`config.mk`:
```
export PLATFORM = sky130hd
export DESIGN_NAME = byte_run_length_encoder_top
export DESIGN_NICKNAME = d
export VERILOG_FILES = /design/src/rtl/core/brle_pkg.sv /design/src/rtl/core/byte_run_length_encoder_top.sv /design/src/rtl/core/brle_front.sv /design/src/rtl/core/brle_queue.sv /design/src/rtl/core/brle_back.sv
export SDC_FILE = /design/constraint.sdc
export NUM_CORES = 1
export LEC_CHECK = 0
export BUFFER_PORTS_ARGS = -buffer_cell sky130_fd_sc_hd__buf_2
export CELL_PAD_IN_SITES_DETAIL_PLACEMENT = 1
export CELL_PAD_IN_SITES_GLOBAL_PLACEMENT = 2
export CORE_ASPECT_RATIO = 2
export CORE_MARGIN = 8
export CORE_UTILIZATION = 43
export CTS_CLUSTER_SIZE = 25
export DETAILED_ROUTE_END_ITERATION = 7
export HOLD_SLACK_MARGIN = 0.12
export PLACE_DENSITY_LB_ADDON = 0.1
export SYNTH_ARGS = -nofsm -noshare
export SYNTH_HDL_FRONTEND = slang
export SYNTH_SLANG_ARGS = --single-unit
export TNS_END_PERCENT = 1
```
`constraint.sdc`:
```
create_clock -name i_clk -period 9.55 [get_ports i_clk]
set_clock_uncertainty 0.2 [all_clocks]
set_input_delay 0.4775 -clock i_clk [delete_from_list [all_inputs] [get_ports i_clk]]
set_output_delay 0.4775 -clock i_clk [all_outputs]
set_load 0.05 [all_outputs]
```
`src/rtl/core/brle_pkg.sv`:
```
// Shared types, constants and a lookup function for the byte run-length encoder.
`default_nettype none
package brle_pkg;

    localparam int CFG_IDX_W      = 3;
    localparam int CFG_DATA_W     = 64;
    localparam int QUEUE_DEPTH    = 4;
    localparam int BYTE_W         = 8;
    localparam int COUNT_W        = 5;
    localparam int NUM_SLICES     = 4;
    localparam int TABLE_W        = NUM_SLICES * CFG_DATA_W;

    localparam logic [COUNT_W-1:0] MAX_EXTRA = COUNT_W'(31);

    typedef enum logic [CFG_IDX_W-1:0] {
        CFG_ELIG_MASK_0  = 3'd0,
        CFG_ELIG_MASK_1  = 3'd1,
        CFG_ELIG_MASK_2  = 3'd2,
        CFG_ELIG_MASK_3  = 3'd3,
        CFG_COUNT_CODE_0 = 3'd4,
        CFG_COUNT_CODE_1 = 3'd5,
        CFG_COUNT_CODE_2 = 3'd6,
        CFG_COUNT_CODE_3 = 3'd7
    } t_cfg_idx;

    typedef struct packed {
        logic               has_close;
        logic [COUNT_W-1:0] close_count;
        logic               has_lit;
        logic [BYTE_W-1:0]  lit_byte;
        logic               has_zero;
        logic               eob;
    } t_op;

    function automatic logic [BYTE_W-1:0] code_for(
        input logic [TABLE_W-1:0] codes,
        input logic [COUNT_W-1:0] count
    );
        return codes[{count, 3'b000} +: BYTE_W];
    endfunction

endpackage
`default_nettype wire

```
`src/rtl/core/byte_run_length_encoder_top.sv`:
```
// Top level of the streaming byte run-length encoder.
// Input channel: drive i_data_byte and i_end_of_block with push high; a word
// is taken at a clock edge where push is high and full is low.
// Output channel: while empty is low, o_out_byte, o_last_of_item and
// o_block_done show the oldest result; pop high takes it.
// Configuration: i_cfg_we writes i_cfg_data into register i_cfg_idx
// (0..3 eligible masks, 4..7 count code tables) at once; write only when idle.
// Path: a word's results pass the op queue, work register and output register.
// Throughput: the back end emits one result word per cycle while the output
// register is empty or popped; a word makes one, two or three results,
// emitted in turn, and bytes absorbed into a run make no result. The op
// queue lets the front run ahead by up to QUEUE_DEPTH ops.
// Reset: synchronous, active low; clears run state, queue pointers, work and
// output valid flags and all configuration registers to zero.
// Stall: with pop low, the output word holds, the back end stops, the queue
// fills and full rises, after which no input word is taken.
`default_nettype none
module byte_run_length_encoder_top #(
    parameter int QUEUE_DEPTH = brle_pkg::QUEUE_DEPTH
) (
    input  wire logic                              i_clk,
    input  wire logic                              i_rst_n,
    input  wire logic                              i_cfg_we,
    input  wire logic [brle_pkg::CFG_IDX_W-1:0]    i_cfg_idx,
    input  wire logic [brle_pkg::CFG_DATA_W-1:0]   i_cfg_data,
    input  wire logic                              push,
    output logic                                   full,
    input  wire logic [brle_pkg::BYTE_W-1:0]       i_data_byte,
    input  wire logic                              i_end_of_block,
    output logic                                   empty,
    input  wire logic                              pop,
    output logic [brle_pkg::BYTE_W-1:0]            o_out_byte,
    output logic                                   o_last_of_item,
    output logic                                   o_block_done
);

    logic          accept;
    logic          op_valid;
    brle_pkg::t_op front_op;
    logic          q_empty;
    logic          q_rd;
    brle_pkg::t_op q_op;

    assign accept = push && !full;

    brle_front u_front (
        .i_clk          (i_clk),
        .i_rst_n        (i_rst_n),
        .i_cfg_we       (i_cfg_we),
        .i_cfg_idx      (i_cfg_idx),
        .i_cfg_data     (i_cfg_data),
        .i_accept       (accept),
        .i_data_byte    (i_data_byte),
        .i_end_of_block (i_end_of_block),
        .o_op_valid     (op_valid),
        .o_op           (front_op)
    );

    brle_queue #(
        .DEPTH (QUEUE_DEPTH)
    ) u_queue (
        .i_clk   (i_clk),
        .i_rst_n (i_rst_n),
        .i_wr    (accept && op_valid),
        .i_op    (front_op),
        .i_rd    (q_rd),
        .o_full  (full),
        .o_empty (q_empty),
        .o_op    (q_op)
    );

    brle_back u_back (
        .i_clk          (i_clk),
        .i_rst_n        (i_rst_n),
        .i_cfg_we       (i_cfg_we),
        .i_cfg_idx      (i_cfg_idx),
        .i_cfg_data     (i_cfg_data),
        .i_q_empty      (q_empty),
        .i_q_op         (q_op),
        .o_q_rd         (q_rd),
        .o_empty        (empty),
        .i_pop          (pop),
        .o_out_byte     (o_out_byte),
        .o_last_of_item (o_last_of_item),
        .o_block_done   (o_block_done)
    );

endmodule
`default_nettype wire

```
`src/rtl/core/brle_front.sv`:
```
// Front end: tracks run state, turns each input word into an output op or absorbs it into the open run.
`default_nettype none
module brle_front (
    input  wire logic                              i_clk,
    input  wire logic                              i_rst_n,
    input  wire logic                              i_cfg_we,
    input  wire logic [brle_pkg::CFG_IDX_W-1:0]    i_cfg_idx,
    input  wire logic [brle_pkg::CFG_DATA_W-1:0]   i_cfg_data,
    input  wire logic                              i_accept,
    input  wire logic [brle_pkg::BYTE_W-1:0]       i_data_byte,
    input  wire logic                              i_end_of_block,
    output logic                                   o_op_valid,
    output brle_pkg::t_op                          o_op
);

    logic [brle_pkg::TABLE_W-1:0] r_mask;
    logic                         r_run_open;
    logic [brle_pkg::BYTE_W-1:0]  r_run_symbol;
    logic [brle_pkg::COUNT_W-1:0] r_run_extra;

    logic                         n_run_open;
    logic [brle_pkg::BYTE_W-1:0]  n_run_symbol;
    logic [brle_pkg::COUNT_W-1:0] n_run_extra;

    logic                         eligible;
    logic                         same;
    logic [brle_pkg::COUNT_W-1:0] extra_inc;

    assign eligible  = r_mask[i_data_byte];
    assign same      = r_run_open && !i_end_of_block && (i_data_byte == r_run_symbol);
    assign extra_inc = r_run_extra + brle_pkg::COUNT_W'(1);

    always_comb begin
        o_op         = '0;
        o_op_valid   = 1'b0;
        n_run_open   = r_run_open;
        n_run_symbol = r_run_symbol;
        n_run_extra  = r_run_extra;
        if (same) begin
            if (extra_inc == brle_pkg::MAX_EXTRA) begin
                o_op_valid       = 1'b1;
                o_op.has_close   = 1'b1;
                o_op.close_count = brle_pkg::MAX_EXTRA;
                n_run_open       = 1'b0;
                n_run_extra      = '0;
            end else begin
                n_run_extra = extra_inc;
            end
        end else begin
            o_op_valid       = 1'b1;
            o_op.has_close   = r_run_open;
            o_op.close_count = r_run_extra;
            o_op.has_lit     = 1'b1;
            o_op.lit_byte    = i_data_byte;
            o_op.has_zero    = eligible && i_end_of_block;
            o_op.eob         = i_end_of_block;
            n_run_open       = eligible && !i_end_of_block;
            n_run_symbol     = i_data_byte;
            n_run_extra      = '0;
        end
    end

    always_ff @(posedge i_clk) begin
        if (!i_rst_n) begin
            r_mask       <= '0;
            r_run_open   <= 1'b0;
            r_run_symbol <= '0;
            r_run_extra  <= '0;
        end else begin
            if (i_cfg_we) begin
                unique case (i_cfg_idx)
                    brle_pkg::CFG_ELIG_MASK_0: r_mask[0*brle_pkg::CFG_DATA_W +: brle_pkg::CFG_DATA_W] <= i_cfg_data;
                    brle_pkg::CFG_ELIG_MASK_1: r_mask[1*brle_pkg::CFG_DATA_W +: brle_pkg::CFG_DATA_W] <= i_cfg_data;
                    brle_pkg::CFG_ELIG_MASK_2: r_mask[2*brle_pkg::CFG_DATA_W +: brle_pkg::CFG_DATA_W] <= i_cfg_data;
                    brle_pkg::CFG_ELIG_MASK_3: r_mask[3*brle_pkg::CFG_DATA_W +: brle_pkg::CFG_DATA_W] <= i_cfg_data;
                    default: ;
                endcase
            end
            if (i_accept) begin
                r_run_open   <= n_run_open;
                r_run_symbol <= n_run_symbol;
                r_run_extra  <= n_run_extra;
            end
        end
    end

endmodule
`default_nettype wire

```
`src/rtl/core/brle_queue.sv`:
```
// Short op queue between the front end and the back end.
`default_nettype none
module brle_queue #(
    parameter int DEPTH = brle_pkg::QUEUE_DEPTH
) (
    input  wire logic          i_clk,
    input  wire logic          i_rst_n,
    input  wire logic          i_wr,
    input  wire brle_pkg::t_op i_op,
    input  wire logic          i_rd,
    output logic               o_full,
    output logic               o_empty,
    output brle_pkg::t_op      o_op
);

    localparam int PTR_W = $clog2(DEPTH);
    localparam int CNT_W = $clog2(DEPTH + 1);

    brle_pkg::t_op    r_mem [DEPTH];
    logic [PTR_W-1:0] r_wr_ptr;
    logic [PTR_W-1:0] r_rd_ptr;
    logic [CNT_W-1:0] r_count;

    logic do_wr;
    logic do_rd;

    assign o_full  = (r_count == CNT_W'(DEPTH));
    assign o_empty = (r_count == '0);
    assign o_op    = r_mem[r_rd_ptr];
    assign do_wr   = i_wr && !o_full;
    assign do_rd   = i_rd && !o_empty;

    always_ff @(posedge i_clk) begin
        if (do_wr) begin
            r_mem[r_wr_ptr] <= i_op;
        end
    end

    always_ff @(posedge i_clk) begin
        if (!i_rst_n) begin
            r_wr_ptr <= '0;
            r_rd_ptr <= '0;
            r_count  <= '0;
        end else begin
            if (do_wr) begin
                r_wr_ptr <= (r_wr_ptr == PTR_W'(DEPTH - 1)) ? '0 : r_wr_ptr + PTR_W'(1);
            end
            if (do_rd) begin
                r_rd_ptr <= (r_rd_ptr == PTR_W'(DEPTH - 1)) ? '0 : r_rd_ptr + PTR_W'(1);
            end
            if (do_wr && !do_rd) begin
                r_count <= r_count + CNT_W'(1);
            end else if (do_rd && !do_wr) begin
                r_count <= r_count - CNT_W'(1);
            end
        end
    end

endmodule
`default_nettype wire

```
`src/rtl/core/brle_back.sv`:
```
// Back end: expands each op into code and literal words behind an output register.
`default_nettype none
module brle_back (
    input  wire logic                              i_clk,
    input  wire logic                              i_rst_n,
    input  wire logic                              i_cfg_we,
    input  wire logic [brle_pkg::CFG_IDX_W-1:0]    i_cfg_idx,
    input  wire logic [brle_pkg::CFG_DATA_W-1:0]   i_cfg_data,
    input  wire logic                              i_q_empty,
    input  wire brle_pkg::t_op                     i_q_op,
    output logic                                   o_q_rd,
    output logic                                   o_empty,
    input  wire logic                              i_pop,
    output logic [brle_pkg::BYTE_W-1:0]            o_out_byte,
    output logic                                   o_last_of_item,
    output logic                                   o_block_done
);

    logic [brle_pkg::TABLE_W-1:0] r_codes;
    logic                         r_work_valid;
    brle_pkg::t_op                r_work;
    logic                         r_out_valid;
    logic [brle_pkg::BYTE_W-1:0]  r_out_byte;
    logic                         r_out_last;
    logic                         r_out_done;

    brle_pkg::t_op                n_work;
    logic [brle_pkg::BYTE_W-1:0]  n_out_byte;
    logic                         n_out_last;

    logic out_free;
    logic emit;
    logic work_fin;

    assign out_free = !r_out_valid || i_pop;
    assign emit     = r_work_valid && out_free;
    assign work_fin = emit && n_out_last;
    assign o_q_rd   = (!r_work_valid || work_fin) && !i_q_empty;

    always_comb begin
        n_work = r_work;
        if (r_work.has_close) begin
            n_out_byte       = brle_pkg::code_for(r_codes, r_work.close_count);
            n_work.has_close = 1'b0;
            n_out_last       = !r_work.has_lit && !r_work.has_zero;
        end else if (r_work.has_lit) begin
            n_out_byte     = r_work.lit_byte;
            n_work.has_lit = 1'b0;
            n_out_last     = !r_work.has_zero;
        end else begin
            n_out_byte      = brle_pkg::code_for(r_codes, '0);
            n_work.has_zero = 1'b0;
            n_out_last      = 1'b1;
        end
    end

    always_ff @(posedge i_clk) begin
        if (o_q_rd) begin
            r_work <= i_q_op;
        end else if (emit) begin
            r_work <= n_work;
        end
        if (emit) begin
            r_out_byte <= n_out_byte;
            r_out_last <= n_out_last;
            r_out_done <= n_out_last && r_work.eob;
        end
    end

    always_ff @(posedge i_clk) begin
        if (!i_rst_n) begin
            r_codes      <= '0;
            r_work_valid <= 1'b0;
            r_out_valid  <= 1'b0;
        end else begin
            if (i_cfg_we) begin
                unique case (i_cfg_idx)
                    brle_pkg::CFG_COUNT_CODE_0: r_codes[0*brle_pkg::CFG_DATA_W +: brle_pkg::CFG_DATA_W] <= i_cfg_data;
                    brle_pkg::CFG_COUNT_CODE_1: r_codes[1*brle_pkg::CFG_DATA_W +: brle_pkg::CFG_DATA_W] <= i_cfg_data;
                    brle_pkg::CFG_COUNT_CODE_2: r_codes[2*brle_pkg::CFG_DATA_W +: brle_pkg::CFG_DATA_W] <= i_cfg_data;
                    brle_pkg::CFG_COUNT_CODE_3: r_codes[3*brle_pkg::CFG_DATA_W +: brle_pkg::CFG_DATA_W] <= i_cfg_data;
                    default: ;
                endcase
            end
            if (o_q_rd) begin
                r_work_valid <= 1'b1;
            end else if (work_fin) begin
                r_work_valid <= 1'b0;
            end
            if (emit) begin
                r_out_valid <= 1'b1;
            end else if (i_pop) begin
                r_out_valid <= 1'b0;
            end
        end
    end

    assign o_empty        = !r_out_valid;
    assign o_out_byte     = r_out_byte;
    assign o_last_of_item = r_out_last;
    assign o_block_done   = r_out_done;

endmodule
`default_nettype wire
```
==> results.md <==
* Status: finished clean
* Clock transition time at the flip-flop clock pins of the worst setup and hold paths at 70 ps
* Total via count in the routed design at ~21,000
* Number of nets produced by synthesis at 3,030
* Distinct cells, synth at 60
* Fraction of registers with async set or reset after synthesis at 0
* Clock buffer count from CTS at 59
* Wirelength, routed at slightly below 100 mm
* Via density per instance at between 5 and 6
* Shortest clock period the worst path allows after layout at 4285 ps
* Clock Root Buffer: sky130_fd_sc_hd__clkbuf_16
* Largest net degree at the start of global routing at approximately 240
* Source-to-sink clock delay at the later pin of the worst-skew pair at 640 ps
* P per Cell Area at 214.0 nW/um^2
* Final nets at 2,999
* Setup-failing EPs final at 0
* Leading cell types by total area after synthesis: sky130_fd_sc_hd__dfxtp_1 38%, sky130_fd_sc_hd__nand2_1 14%, sky130_fd_sc_hd__a21boi_0 13%, sky130_fd_sc_hd__mux4_2 12%, sky130_fd_sc_hd__edfxtp_1 10%
* CTS HTree Levels at 2
* Tightest slew margin relative to the limit at 0.2395
* Boundary Pins at 93
* Setup repair after global routing missed its margin: no
* Vias in the first global route at 22,200
* Layout-stage area growth over the synthesis result at 12.48%
* Grt total ovfl at 0
* Final routed wire length divided by cell count at 25.07 microns
* Data arrival at the endpoint of the critical path at 4470 ps
* Half-perimeter wire length of the detailed placement result at 61.72 mm
* Fraction of layout cells with a size suffix above 1 at 0.1328
* End point of the worst hold path: u_back.r_codes[1]
* FF+latch count, synth at 632
* Highest clock frequency the design can meet at around 230 MHz
* Area share of the leading cell type in the synthesized netlist at 0.3817
* Post-synth design cell area at 28,160 sq um
* Worst slack at placement at 4850 ps
* Final sum of negative setup slack at 0 ps
* Depth of the worst hold-timing path at 2
* Static leakage at 10.52 nW
* Floorplan die height at 377.9 microns
* Critical hold path startpoint: i_rst_n
* Residual DRC at 0
* EDFF count, synth at between 90 and 100
* Critical path required time at 9730 ps
* Antenna viol nets, final at 0
* Register-to-Register Path Depth at 6
* Cell type with the largest total area after synthesis: sky130_fd_sc_hd__dfxtp_1
* First-iteration detailed-routing DRC count at 1,218
* Mapped Cells at around 2,900
* Portion of the post-synthesis area used by sequential elements at 0.4830
* Category of the worst setup path launch point: input pin
* Buffer levels on the longest clock path at 3
* Worst reg2reg path endpoint: u_back.o_out_byte[6]
* Setup WS post-layout at 5265 ps
* Detailed Routing Iterations Pass 1 at 5
* Type of the worst min-delay path: input pin to flop
* Initial core utilization at 0.4317
* Number of placement rows at 133
* Number of sinks driven by the clock tree at 632
* Hold-fix buffer count after cts at 70
* Total core area at 65,230 sq um
* Worst reg-to-reg setup slack at about 5800 ps
* Floorplan die area at around 74,000 sq um
* Hold Worst Slack at 165.9 ps
* Worst IR drop on VDD at approximately 160 uV
* Synth warn at 0
* I/O Buffers at 92
* Reg-to-Reg Start: u_back.n_work[11]
* Number of gates given a new drive strength after cts at 0
* Post-CTS setup-driven buffer insertion count at 0
* Global-route wire length before repair at 144.8 mm
* Final weighted congestion in routability-driven placement at 0.7842
* Floorplan die width at just under 200 microns
* Maximum Capacitance Violations at 0
* Final core utilization at 0.4856
* Critical path endpoint category: flop
* Global routing usage summed across all routing layers at 0.2584
* Fraction of the cycle the final worst path needs at 0.4487
* Largest fanout of any net on the critical path at between 40 and 50
* Clock tree from TritonCTS: yes
* Post-synth top flop: sky130_fd_sc_hd__dfxtp_1
* Worst setup path category: input pin to flop
* Initial antenna violation count at 2
* Count of final max-slew check failures at 0
* Pin slew with the least headroom to its limit at 1141 ps
* Post-Syn Area per Cell at 9.579 sq um
* Final-report hold violation count at 0
-- final cells by class --
| cell class | count | area (sq um) |
|---|---|---|
| clock inverter | 31 | 434.2 |
| timing repair buffer | 192 | 1414 |
| multi-input combinational | 2011 | 13400 |
| tap | 877 | 1097 |
| clock buffer | 80 | 1677 |
| sequential | 632 | 13600 |
| fill | 7310 | 33550 |
| antenna | 4 | 10.01 |
| inverter | 13 | 48.80 |
-- placed cells by master, fill, tap and decap left out, types with 8 or more instances in the layout --
| master | n |
|---|---|
| sky130_fd_sc_hd__buf_2 | 89 |
| sky130_fd_sc_hd__dlygate4sd3_1 | 70 |
| sky130_fd_sc_hd__xor2_1 | 12 |
| sky130_fd_sc_hd__mux2i_1 | 52 |
| sky130_fd_sc_hd__nor2b_1 | 48 |
| sky130_fd_sc_hd__nor3_1 | 8 |
| sky130_fd_sc_hd__clkbuf_16 | 60 |
| sky130_fd_sc_hd__clkinv_2 | 13 |
| sky130_fd_sc_hd__o221ai_1 | 8 |
| sky130_fd_sc_hd__nor2_1 | 25 |
| sky130_fd_sc_hd__and2_1 | 8 |
| sky130_fd_sc_hd__clkbuf_1 | 10 |
| sky130_fd_sc_hd__ha_1 | 8 |
| sky130_fd_sc_hd__a21boi_1 | 27 |
| sky130_fd_sc_hd__a21oi_1 | 15 |
| sky130_fd_sc_hd__buf_4 | 31 |
| sky130_fd_sc_hd__a211oi_1 | 15 |
| sky130_fd_sc_hd__dfxtp_1 | 537 |
| sky130_fd_sc_hd__clkbuf_8 | 10 |
| sky130_fd_sc_hd__mux4_2 | 149 |
| sky130_fd_sc_hd__bufinv_16 | 10 |
| sky130_fd_sc_hd__nand2_1 | 1052 |
| sky130_fd_sc_hd__a21boi_0 | 490 |
| sky130_fd_sc_hd__edfxtp_1 | 95 |
| sky130_fd_sc_hd__inv_1 | 13 |
-- worst max-delay path by stage --
stage / start / slack, ps / to
final: i_data_byte[1] / 5260 / u_queue.r_mem[1][1]
after floorplan: u_queue.r_count[0] / 6170 / u_queue.r_count[2]
after CTS: i_data_byte[1] / 5410 / u_queue.r_mem[1][1]
after global placement: i_data_byte[0] / 4880 / u_queue.r_mem[0][1]
after global routing: i_data_byte[1] / 5260 / u_queue.r_mem[3][1]
after detailed placement: i_data_byte[0] / 4850 / u_queue.r_mem[0][1]
-- through the flow --
step                area (sq um)  instances  power (mW)
floorplan                  28160       2940       3.839
global placement           28860       3655       4.210
detailed placement         28860       3655       4.236
CTS                        31670       3836       6.867
global route               31670       3838       7.026
finish                     31680       3840       6.781
-- power by group --
group          total (mW)  switching (mW)  internal, mW  leakage, nW
clock                2.60            1.09          1.50         1.04
combinational        1.17           0.717         0.449         4.25
sequential           3.02           0.131          2.89         5.23
total                6.78            1.94          4.84         10.5
-- cells by family (layout without fill, tap and decap cells) --
family | count (synthesis) | count (layout) | share of synthesized area
other | 0 | 4 | 0
multiplexers | 203 | 203 | 0.1384
flip-flops | 632 | 632 | 0.4830
XOR/XNOR | 14 | 14 | 0.004354
AND/OR/NAND/NOR | 1189 | 1189 | 0.1672
AO/OA/AOI/OAI | 595 | 595 | 0.1576
adder cells (fa/ha/maj) | 10 | 10 | 0.004621
buffers and inverters | 297 | 316 | 0.04478
-- layer usage --
layer	global-route usage	share of wire	vias to the layer above	wire, microns
met1	0.3049	0.40	10850	38770
met4	0.1211	0.049	0	4718
li1	-	-	9887	-
met3	0.02678	0.027	169	2616
met5	0	0	-	0
met2	0.4644	0.52	353	50160
-- Yosys cell counts (4+ instances only) --
library cell               instances
sky130_fd_sc_hd__buf_4             4
sky130_fd_sc_hd__nand3_1          10
sky130_fd_sc_hd__nand2b_1          7
sky130_fd_sc_hd__dfxtp_1         537
sky130_fd_sc_hd__ha_1              8
sky130_fd_sc_hd__edfxtp_1         95
sky130_fd_sc_hd__o21ai_0           7
sky130_fd_sc_hd__mux2i_1          52
sky130_fd_sc_hd__xor2_1           12
sky130_fd_sc_hd__a21boi_0        490
sky130_fd_sc_hd__clkbuf_1        187
sky130_fd_sc_hd__a211oi_1         15
sky130_fd_sc_hd__inv_1            13
sky130_fd_sc_hd__a21boi_1         27
sky130_fd_sc_hd__and2_1            8
sky130_fd_sc_hd__buf_1             8
sky130_fd_sc_hd__nor2b_1          48
sky130_fd_sc_hd__nand4_1           4
sky130_fd_sc_hd__nor3_1           10
sky130_fd_sc_hd__nor2_1           31
sky130_fd_sc_hd__a221oi_1          4
sky130_fd_sc_hd__o22ai_1           5
sky130_fd_sc_hd__nand2_1        1055
sky130_fd_sc_hd__a21oi_1          15
sky130_fd_sc_hd__buf_6             4
sky130_fd_sc_hd__mux4_2          149
sky130_fd_sc_hd__o221ai_1          8
sky130_fd_sc_hd__buf_2            17
sky130_fd_sc_hd__clkbuf_2         64
-- sequential cells by signal (all words and copies together) (netlist names), named ones only --
signal	flops
u_front.r_run_open	1
u_back.r_work_valid	1
u_back.o_block_done	1
u_back.n_work	14
u_front.r_mask	256
u_queue.r_wr_ptr	2
u_front.r_run_symbol	8
u_back.r_out_valid	1
u_back.r_codes	256
u_back.o_out_byte	8
u_back.o_last_of_item	1
u_queue.r_mem	68
u_back.r_work	3
u_queue.r_count	3
u_front.r_run_extra	5
u_queue.r_rd_ptr	2
-- worst max-delay path: stages --
cell,delay [ps]
sky130_fd_sc_hd__dlygate4sd3_1,540
sky130_fd_sc_hd__buf_4,320
sky130_fd_sc_hd__buf_4,660
sky130_fd_sc_hd__nand2b_1,410
sky130_fd_sc_hd__o221ai_1,210
sky130_fd_sc_hd__o21ai_1,200
sky130_fd_sc_hd__a211oi_1,100
sky130_fd_sc_hd__o41ai_2,780
sky130_fd_sc_hd__o221ai_1,380
sky130_fd_sc_hd__and2_1,310
Power figures use the tool's default switching activity.
